`src/rtl/bsm_pkg.sv`:
```
`timescale 1ns / 1ps
// bsm_pkg: shared default width constant, booth recoding type and decode function
// no dependencies; imported by the interfaces, the step stage and the top level
package bsm_pkg;

  // default operand width
  localparam int unsigned BSM_WIDTH_DEF = 8;

  // radix-2 booth recoding of the pair {current bit, previous bit}
  typedef enum logic [1:0] {
    BOOTH_NOP = 2'd0,
    BOOTH_ADD = 2'd1,
    BOOTH_SUB = 2'd2
  } booth_op_t;

  function automatic booth_op_t booth_decode(input logic cur, input logic prev);
    booth_op_t op;
    case ({cur, prev})
      2'b01:   op = BOOTH_ADD;
      2'b10:   op = BOOTH_SUB;
      default: op = BOOTH_NOP;
    endcase
    return op;
  endfunction

endpackage

```
`src/rtl/bsm_in_if.sv`:
```
`timescale 1ns / 1ps
// bsm_in_if: operand channel, valid/ready plus multiplicand and multiplier
// depends on bsm_pkg for the default width
interface bsm_in_if
  import bsm_pkg::*;
#(
  parameter int unsigned WIDTH = BSM_WIDTH_DEF
);
  logic                    valid;
  logic                    ready;
  logic signed [WIDTH-1:0] multiplicand;
  logic signed [WIDTH-1:0] multiplier;

  modport source (output valid, output multiplicand, output multiplier, input ready);
  modport sink   (input valid, input multiplicand, input multiplier, output ready);
endinterface

```
`src/rtl/bsm_out_if.sv`:
```
`timescale 1ns / 1ps
// bsm_out_if: product channel, valid/ready plus the 2*WIDTH-bit product
// depends on bsm_pkg for the default width
interface bsm_out_if
  import bsm_pkg::*;
#(
  parameter int unsigned WIDTH = BSM_WIDTH_DEF
);
  logic                      valid;
  logic                      ready;
  logic signed [2*WIDTH-1:0] product;

  modport source (output valid, output product, input ready);
  modport sink   (input valid, input product, output ready);
endinterface

```
`src/rtl/booth_signed_multiplier.sv`:
```
`timescale 1ns / 1ps
// booth_signed_multiplier: radix-2 booth signed multiplier, one booth step per stage
// throughput: one operand pair per cycle while out_ch.ready is high
// each of the WIDTH step stages holds one item
// the per-stage cost is one (WIDTH+1)-bit add or subtract
// reset: rst_n synchronous active low clears every stage valid bit, payload is not reset
// depends on bsm_pkg, bsm_in_if, bsm_out_if and bsm_stage
module booth_signed_multiplier
  import bsm_pkg::*;
#(
  parameter int unsigned WIDTH = BSM_WIDTH_DEF
) (
  input  logic      clk,
  input  logic      rst_n,
  bsm_in_if.sink    in_ch,
  bsm_out_if.source out_ch
);

  // stage k holds the acc:q pair after k+1 booth steps
  // index 0 of these arrays is the pipeline head, fed straight from the input channel
  logic                    valid_s [WIDTH+1];
  logic                    ready_s [WIDTH+1];
  logic signed [WIDTH:0]   acc_s   [WIDTH+1];
  logic        [WIDTH-1:0] q_s     [WIDTH+1];
  logic                    prev_s  [WIDTH+1];
  logic signed [WIDTH-1:0] mcand_s [WIDTH+1];

  // head: accumulator cleared, multiplier in the low half, implied previous bit zero
  assign valid_s[0]   = in_ch.valid;
  assign acc_s[0]     = '0;
  assign q_s[0]       = in_ch.multiplier;
  assign prev_s[0]    = 1'b0;
  assign mcand_s[0]   = in_ch.multiplicand;
  assign in_ch.ready  = ready_s[0];

  // chain of booth steps, each a register stage with its own valid bit
  // a stage refills as soon as its content moves on, so bubbles collapse on a stall
  for (genvar k = 0; k < WIDTH; k++) begin : g_step
    bsm_stage #(
      .WIDTH (WIDTH)
    ) u_stage (
      .clk     (clk),
      .rst_n   (rst_n),
      .valid_i (valid_s[k]),
      .ready_o (ready_s[k]),
      .acc_i   (acc_s[k]),
      .q_i     (q_s[k]),
      .prev_i  (prev_s[k]),
      .mcand_i (mcand_s[k]),
      .valid_o (valid_s[k+1]),
      .ready_i (ready_s[k+1]),
      .acc_o   (acc_s[k+1]),
      .q_o     (q_s[k+1]),
      .prev_o  (prev_s[k+1]),
      .mcand_o (mcand_s[k+1])
    );
  end

  // last stage register doubles as the output register
  assign ready_s[WIDTH] = out_ch.ready;
  assign out_ch.valid   = valid_s[WIDTH];
  // product is the low WIDTH bits of the accumulator over the shifted-out q bits
  assign out_ch.product = {acc_s[WIDTH][WIDTH-1:0], q_s[WIDTH]};

  // prev bit, accumulator sign bit and multiplicand leave the last stage unused
  logic                    unused_tail;
  assign unused_tail = prev_s[WIDTH] ^ acc_s[WIDTH][WIDTH] ^ (^mcand_s[WIDTH]);

endmodule

```
`src/rtl/bsm_stage.sv`:
```
`timescale 1ns / 1ps
// bsm_stage: one registered booth step (add/sub, then arithmetic shift right)
// depends on bsm_pkg for the recoding type and decode function
module bsm_stage
  import bsm_pkg::*;
#(
  parameter int unsigned WIDTH = BSM_WIDTH_DEF
) (
  input  logic                    clk,
  input  logic                    rst_n,
  // upstream side
  input  logic                    valid_i,
  output logic                    ready_o,
  input  logic signed [WIDTH:0]   acc_i,
  input  logic        [WIDTH-1:0] q_i,
  input  logic                    prev_i,
  input  logic signed [WIDTH-1:0] mcand_i,
  // downstream side
  output logic                    valid_o,
  input  logic                    ready_i,
  output logic signed [WIDTH:0]   acc_o,
  output logic        [WIDTH-1:0] q_o,
  output logic                    prev_o,
  output logic signed [WIDTH-1:0] mcand_o
);

  logic                    valid_r;
  logic signed [WIDTH:0]   acc_r, acc_nxt;
  logic        [WIDTH-1:0] q_r, q_nxt;
  logic                    prev_r;
  logic signed [WIDTH-1:0] mcand_r;
  logic signed [WIDTH:0]   mcand_ext;
  logic signed [WIDTH:0]   acc_sum;
  booth_op_t               op;

  always_comb begin
    mcand_ext = {mcand_i[WIDTH-1], mcand_i};
    op        = booth_decode(q_i[0], prev_i);
    case (op)
      BOOTH_ADD: acc_sum = acc_i + mcand_ext;
      BOOTH_SUB: acc_sum = acc_i - mcand_ext;
      default:   acc_sum = acc_i;
    endcase
    // arithmetic shift of the acc:q pair
    acc_nxt = {acc_sum[WIDTH], acc_sum[WIDTH:1]};
    q_nxt   = {acc_sum[0], q_i[WIDTH-1:1]};
  end

  // stage may load when empty or when its content moves on
  assign ready_o = !valid_r || ready_i;

  always_ff @(posedge clk) begin
    if (!rst_n) begin
      valid_r <= 1'b0;
    end else if (ready_o) begin
      valid_r <= valid_i;
    end
  end

  always_ff @(posedge clk) begin
    if (ready_o && valid_i) begin
      acc_r   <= acc_nxt;
      q_r     <= q_nxt;
      prev_r  <= q_i[0];
      mcand_r <= mcand_i;
    end
  end

  assign valid_o = valid_r;
  assign acc_o   = acc_r;
  assign q_o     = q_r;
  assign prev_o  = prev_r;
  assign mcand_o = mcand_r;

endmodule
```
`src/flat_wrapper.sv`:
```
// flat-port wrapper written by rule: the top's interface ports become plain ports
module booth_signed_multiplier_flat import bsm_pkg::*;
#(
  parameter int unsigned WIDTH = BSM_WIDTH_DEF
)
  (clk, rst_n, in_ch_valid, in_ch_multiplicand, in_ch_multiplier, in_ch_ready, out_ch_valid, out_ch_product, out_ch_ready);
  bsm_in_if #(.WIDTH(WIDTH)) in_ch_i ();
  bsm_out_if #(.WIDTH(WIDTH)) out_ch_i ();
  input  logic clk;
  input  logic rst_n;
  input wire logic [$bits(in_ch_i.valid)-1:0] in_ch_valid;
  input wire logic [$bits(in_ch_i.multiplicand)-1:0] in_ch_multiplicand;
  input wire logic [$bits(in_ch_i.multiplier)-1:0] in_ch_multiplier;
  output wire logic [$bits(in_ch_i.ready)-1:0] in_ch_ready;
  output wire logic [$bits(out_ch_i.valid)-1:0] out_ch_valid;
  output wire logic [$bits(out_ch_i.product)-1:0] out_ch_product;
  input wire logic [$bits(out_ch_i.ready)-1:0] out_ch_ready;
  assign in_ch_i.valid = in_ch_valid;
  assign in_ch_i.multiplicand = in_ch_multiplicand;
  assign in_ch_i.multiplier = in_ch_multiplier;
  assign in_ch_ready = in_ch_i.ready;
  assign out_ch_valid = out_ch_i.valid;
  assign out_ch_product = out_ch_i.product;
  assign out_ch_i.ready = out_ch_ready;
  booth_signed_multiplier #(.WIDTH(WIDTH)) u_core (.clk(clk), .rst_n(rst_n), .in_ch(in_ch_i), .out_ch(out_ch_i));
endmodule
```
`config.mk`:
```
export PLATFORM = sky130hd
export DESIGN_NAME = booth_signed_multiplier_flat
export DESIGN_NICKNAME = d
export VERILOG_FILES = /design/src/rtl/bsm_pkg.sv /design/src/rtl/bsm_in_if.sv /design/src/rtl/bsm_out_if.sv /design/src/rtl/booth_signed_multiplier.sv /design/src/rtl/bsm_stage.sv /design/src/flat_wrapper.sv
export SDC_FILE = /design/constraint.sdc
export NUM_CORES = 1
export LEC_CHECK = 0
export ABC_CLOCK_PERIOD_IN_PS = 6600
export BUFFER_PORTS_ARGS = -buffer_cell sky130_fd_sc_hd__buf_2
export CELL_PAD_IN_SITES_DETAIL_PLACEMENT = 1
export CELL_PAD_IN_SITES_GLOBAL_PLACEMENT = 1
export CORE_MARGIN = 2
export CORE_UTILIZATION = 55
export CTS_CLUSTER_DIAMETER = 200
export DETAILED_ROUTE_END_ITERATION = 12
export PLACE_DENSITY_LB_ADDON = 0.1
export SLEW_MARGIN = 10
export SYNTH_ARGS = -nofsm -noshare
export SYNTH_HDL_FRONTEND = slang
export SYNTH_SLANG_ARGS = --single-unit
```
`constraint.sdc`:
```
create_clock -name clk -period 6.6 [get_ports clk]
set_input_delay 0.33 -clock clk [delete_from_list [all_inputs] [get_ports clk]]
set_output_delay 0.33 -clock clk [all_outputs]
set_load 0.02 [all_outputs]
```
# == After elaboration in Yosys (flattened, before gate mapping) ==
# Cells that the tools add are included.
# op_classes
addsub,15
n_mux,16
n_reduce_logical,24
eq_ne,30
# op_table
op,count
one-hot mux 9 bit (2 select lines),8
adder 8 x 8 -> 9 bit,7
subtractor 8 x 8 -> 9 bit,7
== test 2 x 1 -> 1 bit (second input constant),15
== test 2 bit (second input constant),15
one-hot mux 2 bit (2 select lines),7
subtractor 1 x 8 -> 9 bit (first input constant),1
logical AND 1 bit,8
logical NOT 1 bit,8
logical OR 1 bit,8
2-to-1 mux 2 bit,1
# totals
output_inout_bits,18
regBits,199

# == Logic depth before layout (Yosys ltp) ==
# depth
ltp_word,10
mapped_depth,12

# == Hierarchy ==
# From an unflattened synthesis, not the netlist that was laid out.
# hier_totals
hier_cells,1001
hier_area_um2,11825.1
# modules_own_cells
module,instances,area_per_inst_um2,cells_each,seq_area_each_um2
bsm_stage,8,1477.7,125,770.7
booth_signed_multiplier,1,3.8,1,0.0

# == Least setup slack after synthesis ==
# Ideal clock, no wire load.
# synth_timing
path_kind,reg2reg
from,register u_core.g_step[7].u_stage.valid_r
to,register u_core.g_step[4].u_stage.acc_r[0] (enable)
setup_slack_ps,3508
synth_period_minus_slack_ps,3092
stages_incl_launch_ff,4
t_required_ps,6154
arrival_time_ps,2646
cell_sequence,dfxtp_1 -> nor2b_1 -> and3_1 -> a21boi_0
# synth_between
elab_chain_cells,6
# synth_lines
element,line,source
start: declaration,bsm_stage.sv:27,logic valid_r;
start signal: assignment,bsm_stage.sv:56,valid_r <= valid_i;
logical NOT 1 bit,bsm_stage.sv:50,assign ready_o = !valid_r || ready_i;
logical OR 1 bit (4 in series),bsm_stage.sv:50,
logical AND 1 bit,bsm_stage.sv:61,if (ready_o && valid_i) begin
end signal: assignment,bsm_stage.sv:62,acc_r <= acc_nxt;
end: declaration,bsm_stage.sv:28,"logic signed [WIDTH:0] acc_r, acc_nxt;"
# No other way between the ends.
# A chain may end at the register's enable or synchronous reset.

# == Worst setup path after layout ==
# layout_timing
from,register u_core.g_step[6].u_stage.mcand_r[0]
to,"register, netlist name u_core.g_step[7].u_stage.acc_o[7]"
# layout_between
elab_chain_cells,2
# layout_lines
element,line,source
start: declaration,bsm_stage.sv:31,logic signed [WIDTH-1:0] mcand_r;
start signal: assignment,bsm_stage.sv:65,mcand_r <= mcand_i;
subtractor 8 x 8 -> 9 bit / adder 8 x 8 -> 9 bit (equally long branches),"bsm_stage.sv:41, bsm_stage.sv:40",
one-hot mux 9 bit (2 select lines) (*),bsm_stage.sv:39,case (op)
net u_core.g_step[7].u_stage.acc_sum[8],bsm_stage.sv:33,logic signed [WIDTH:0] acc_sum;
# The timed path passes the listed nets; every way through them passes the cells marked *.

==> metrics.txt <==
CTS Root Cell=clkbuf_16; VDD IR max=0.219 mV; Setup violations, final=0; Slew HR=0.497; max-slew violation count=0; Post-route DRC=0; total track usage=0.242; core area=19600 sq um; Hold WC Path Type=primary input to register; Worst Hold Path EP=u_core.g_step[0].u_stage.q_o[1]; async set-reset flop share out of synthesis=0; area share of the largest cell type after synthesis=0.519; # IOs=38; clk sinks=199; first-pass GRT wire length=40600 um; top-count cell post-synth=edfxtp_1; Vias=7556; TritonCTS Buffers=17; initial drt markers=361; CP startpoint=u_core.g_step[6].u_stage.mcand_o[0]; Synth Flop Type=edfxtp_1; clock slew at reported path FFs=0.07 ns; status=complete, no violations; DIE AREA=21200 sq um; post-synthesis cell type count=63; Post-synth EDFFs=191; Synth warnings=0; cell area after layout=12100 sq um; postcts setup bufs=0; WP data required=6.78 ns; R2R setup slack=3.58 ns; Die Y=146 um; routed len/inst=19.6 um; Synth Register Bits=199; hold path depth=1; Post-CTS Hold Buffers=0; Area growth syn-to-layout=9.68%; leading post-synthesis cells by cell area=edfxtp_1 (52%), ha_1 (8.0%), xnor2_1 (4.8%), nor3_1 (2.4%), a21oi_1 (2.3%); layout cells sized above 1=0.102; # fillers=2055; RSZ-0062 raised after global routing=false; post-CTS sizing=0; Fin Clk Skew=0.00981 ns; Layout Nets=1085; grt met1 use=0.285; CTS tree=yes; Synth area leader=edfxtp_1; WS Path Type=register to register; most heavily used metal layer in global routing=met2; Data arrival, critical path=3.20 ns; Pre-antenna DRT Iters=5; Row Count=51; placed wire-length estimate=18300 um; R2R cell count=11; starting density of the core=0.564; Final Hold Vio Count=0; number of global-route vias before repair=7837; RR Startpoint=u_core.g_step[6].u_stage.mcand_o[0]; ANT cells=0; Fin Setup TNS=0 ns; CP Max Fanout=4; fmax=0.331 GHz; average size of a mapped cell=11.6 sq um; maximum root-to-sink buffer count=2; DRT antenna net count=0; met2 usage=0.438; largest net degree at the start of global routing=26; GRT met3 Usage=0.0429; Avg Vias per Cell=5.97; DIE WIDTH=146 um; Startpoint Class=register; Post-Syn Area=11000 sq um; routability cong.=0.825; worst slew pin tran=0.753 ns; Seq/Total Area, Yosys=0.534; DP Area=11500 sq um; CP Capture Type=register; Leakage=4.36 nW; initial antenna violation count=0; power per cell area=228 nW/um^2; GRT Residual Overflow=0; routed wire length=24800 um; fin crit period=3.02 ns; Buffers on Ports=37; FF-to-FF End=u_core.g_step[7].u_stage.acc_o[7]; worst hold path startpoint=in_ch_multiplier[2]; Net Count, Synth=1053; H-tree depth=4; Final period util=0.458; Max-Cap Viols=0; Gate Count Post-Synth=955; top post-synthesis cells by count=edfxtp_1 (191), ha_1 (71), inv_1 (64); clock latency on the worst-skew pair=0.44 ns
## report_power, final
group | switching [mW] | total (mW) | internal (mW) | leakage [nW]
Sequential | 0.0232 | 1.43 | 1.41 | 1.84
Combinational | 0.134 | 0.232 | 0.0972 | 2.24
Clock | 0.492 | 1.10 | 0.606 | 0.289
## final cells by class
class / instances / area [sq um] / area share
multi-input combinational: 660 / 4800 / 0.396
tap: 265 / 332 / 0.0274
timing repair buffer: 43 / 230 / 0.0190
clock inverter: 15 / 193 / 0.0159
sequential: 199 / 5900 / 0.486
clock buffer: 17 / 425 / 0.0351
inverter: 66 / 248 / 0.0204
## layout by cell type (no fill, tap or decap), types with 37 or more instances in the layout
cell type and instances:
xnor2_1 60, inv_1 64, edfxtp_1 191, ha_1 71
nor2_1 56, o21ai_0 41, nor3_1 53, buf_2 37
a21oi_1 50, nand2_1 53
## worst max-delay path, cell delays in order, from the launching register on
cell      delay, ns
edfxtp_1       0.45
inv_1          0.09
ha_1           0.17
nor3b_1        0.40
nor2_1         0.11
xnor2_1        0.15
ha_1           0.34
o21ai_0        0.13
o21a_1         0.23
or4_1          0.52
nand4_1        0.10
o31ai_1        0.07
## worst max path at each step
stage	end	slack (ns)
floorplan	u_core.g_step[4].u_stage.acc_o[0]	3.51
global placement	u_core.g_step[1].u_stage.acc_o[6]	3.74
detailed placement	u_core.g_step[7].u_stage.acc_o[7]	3.65
CTS	u_core.g_step[7].u_stage.acc_o[7]	3.57
global route	u_core.g_step[1].u_stage.acc_o[6]	3.41
finish	u_core.g_step[7].u_stage.acc_o[7]	3.58
## stage by stage
stage	power (mW)	worst slack, ns	hold slack [ns]	cells	utilization
2_1_floorplan	1.62	3.51	0.400	955	-
3_3_place_gp	1.67	3.74	0.401	1233	0.587
3_5_place_dp	1.68	3.65	0.406	1233	0.587
4_1_cts	2.78	3.57	0.0357	1265	0.618
5_1_grt	2.85	3.41	0.0431	1265	0.619
6_report	2.76	3.58	0.0590	1265	0.619
## kinds of logic after synthesis
group	count (synthesis)	synth area share
AND/OR/NAND/NOR	278	0.134
flip-flops	199	0.534
buffers and inverters	96	0.0356
AO/OA/AOI/OAI	209	0.125
multiplexers	21	0.0198
adder cells (fa/ha/maj)	78	0.0931
XOR/XNOR	74	0.0587
## routing by layer
layer	wire (um)	up-vias
met2	13100	130
li1	-	3629
met3	623	52
met1	10300	3745
met4	722	0
met5	0	-
## registers in the layout (all words and copies together), names as in the netlist
signal,cells
u_core.g_step.u_stage.acc_o,64
u_core.g_step.u_stage.mcand_o,56
u_core.g_step.u_stage.prev_o,7
u_core.g_step.u_stage.valid_o,8
u_core.g_step.u_stage.q_o,64
(Power assumes the default switching activity.)
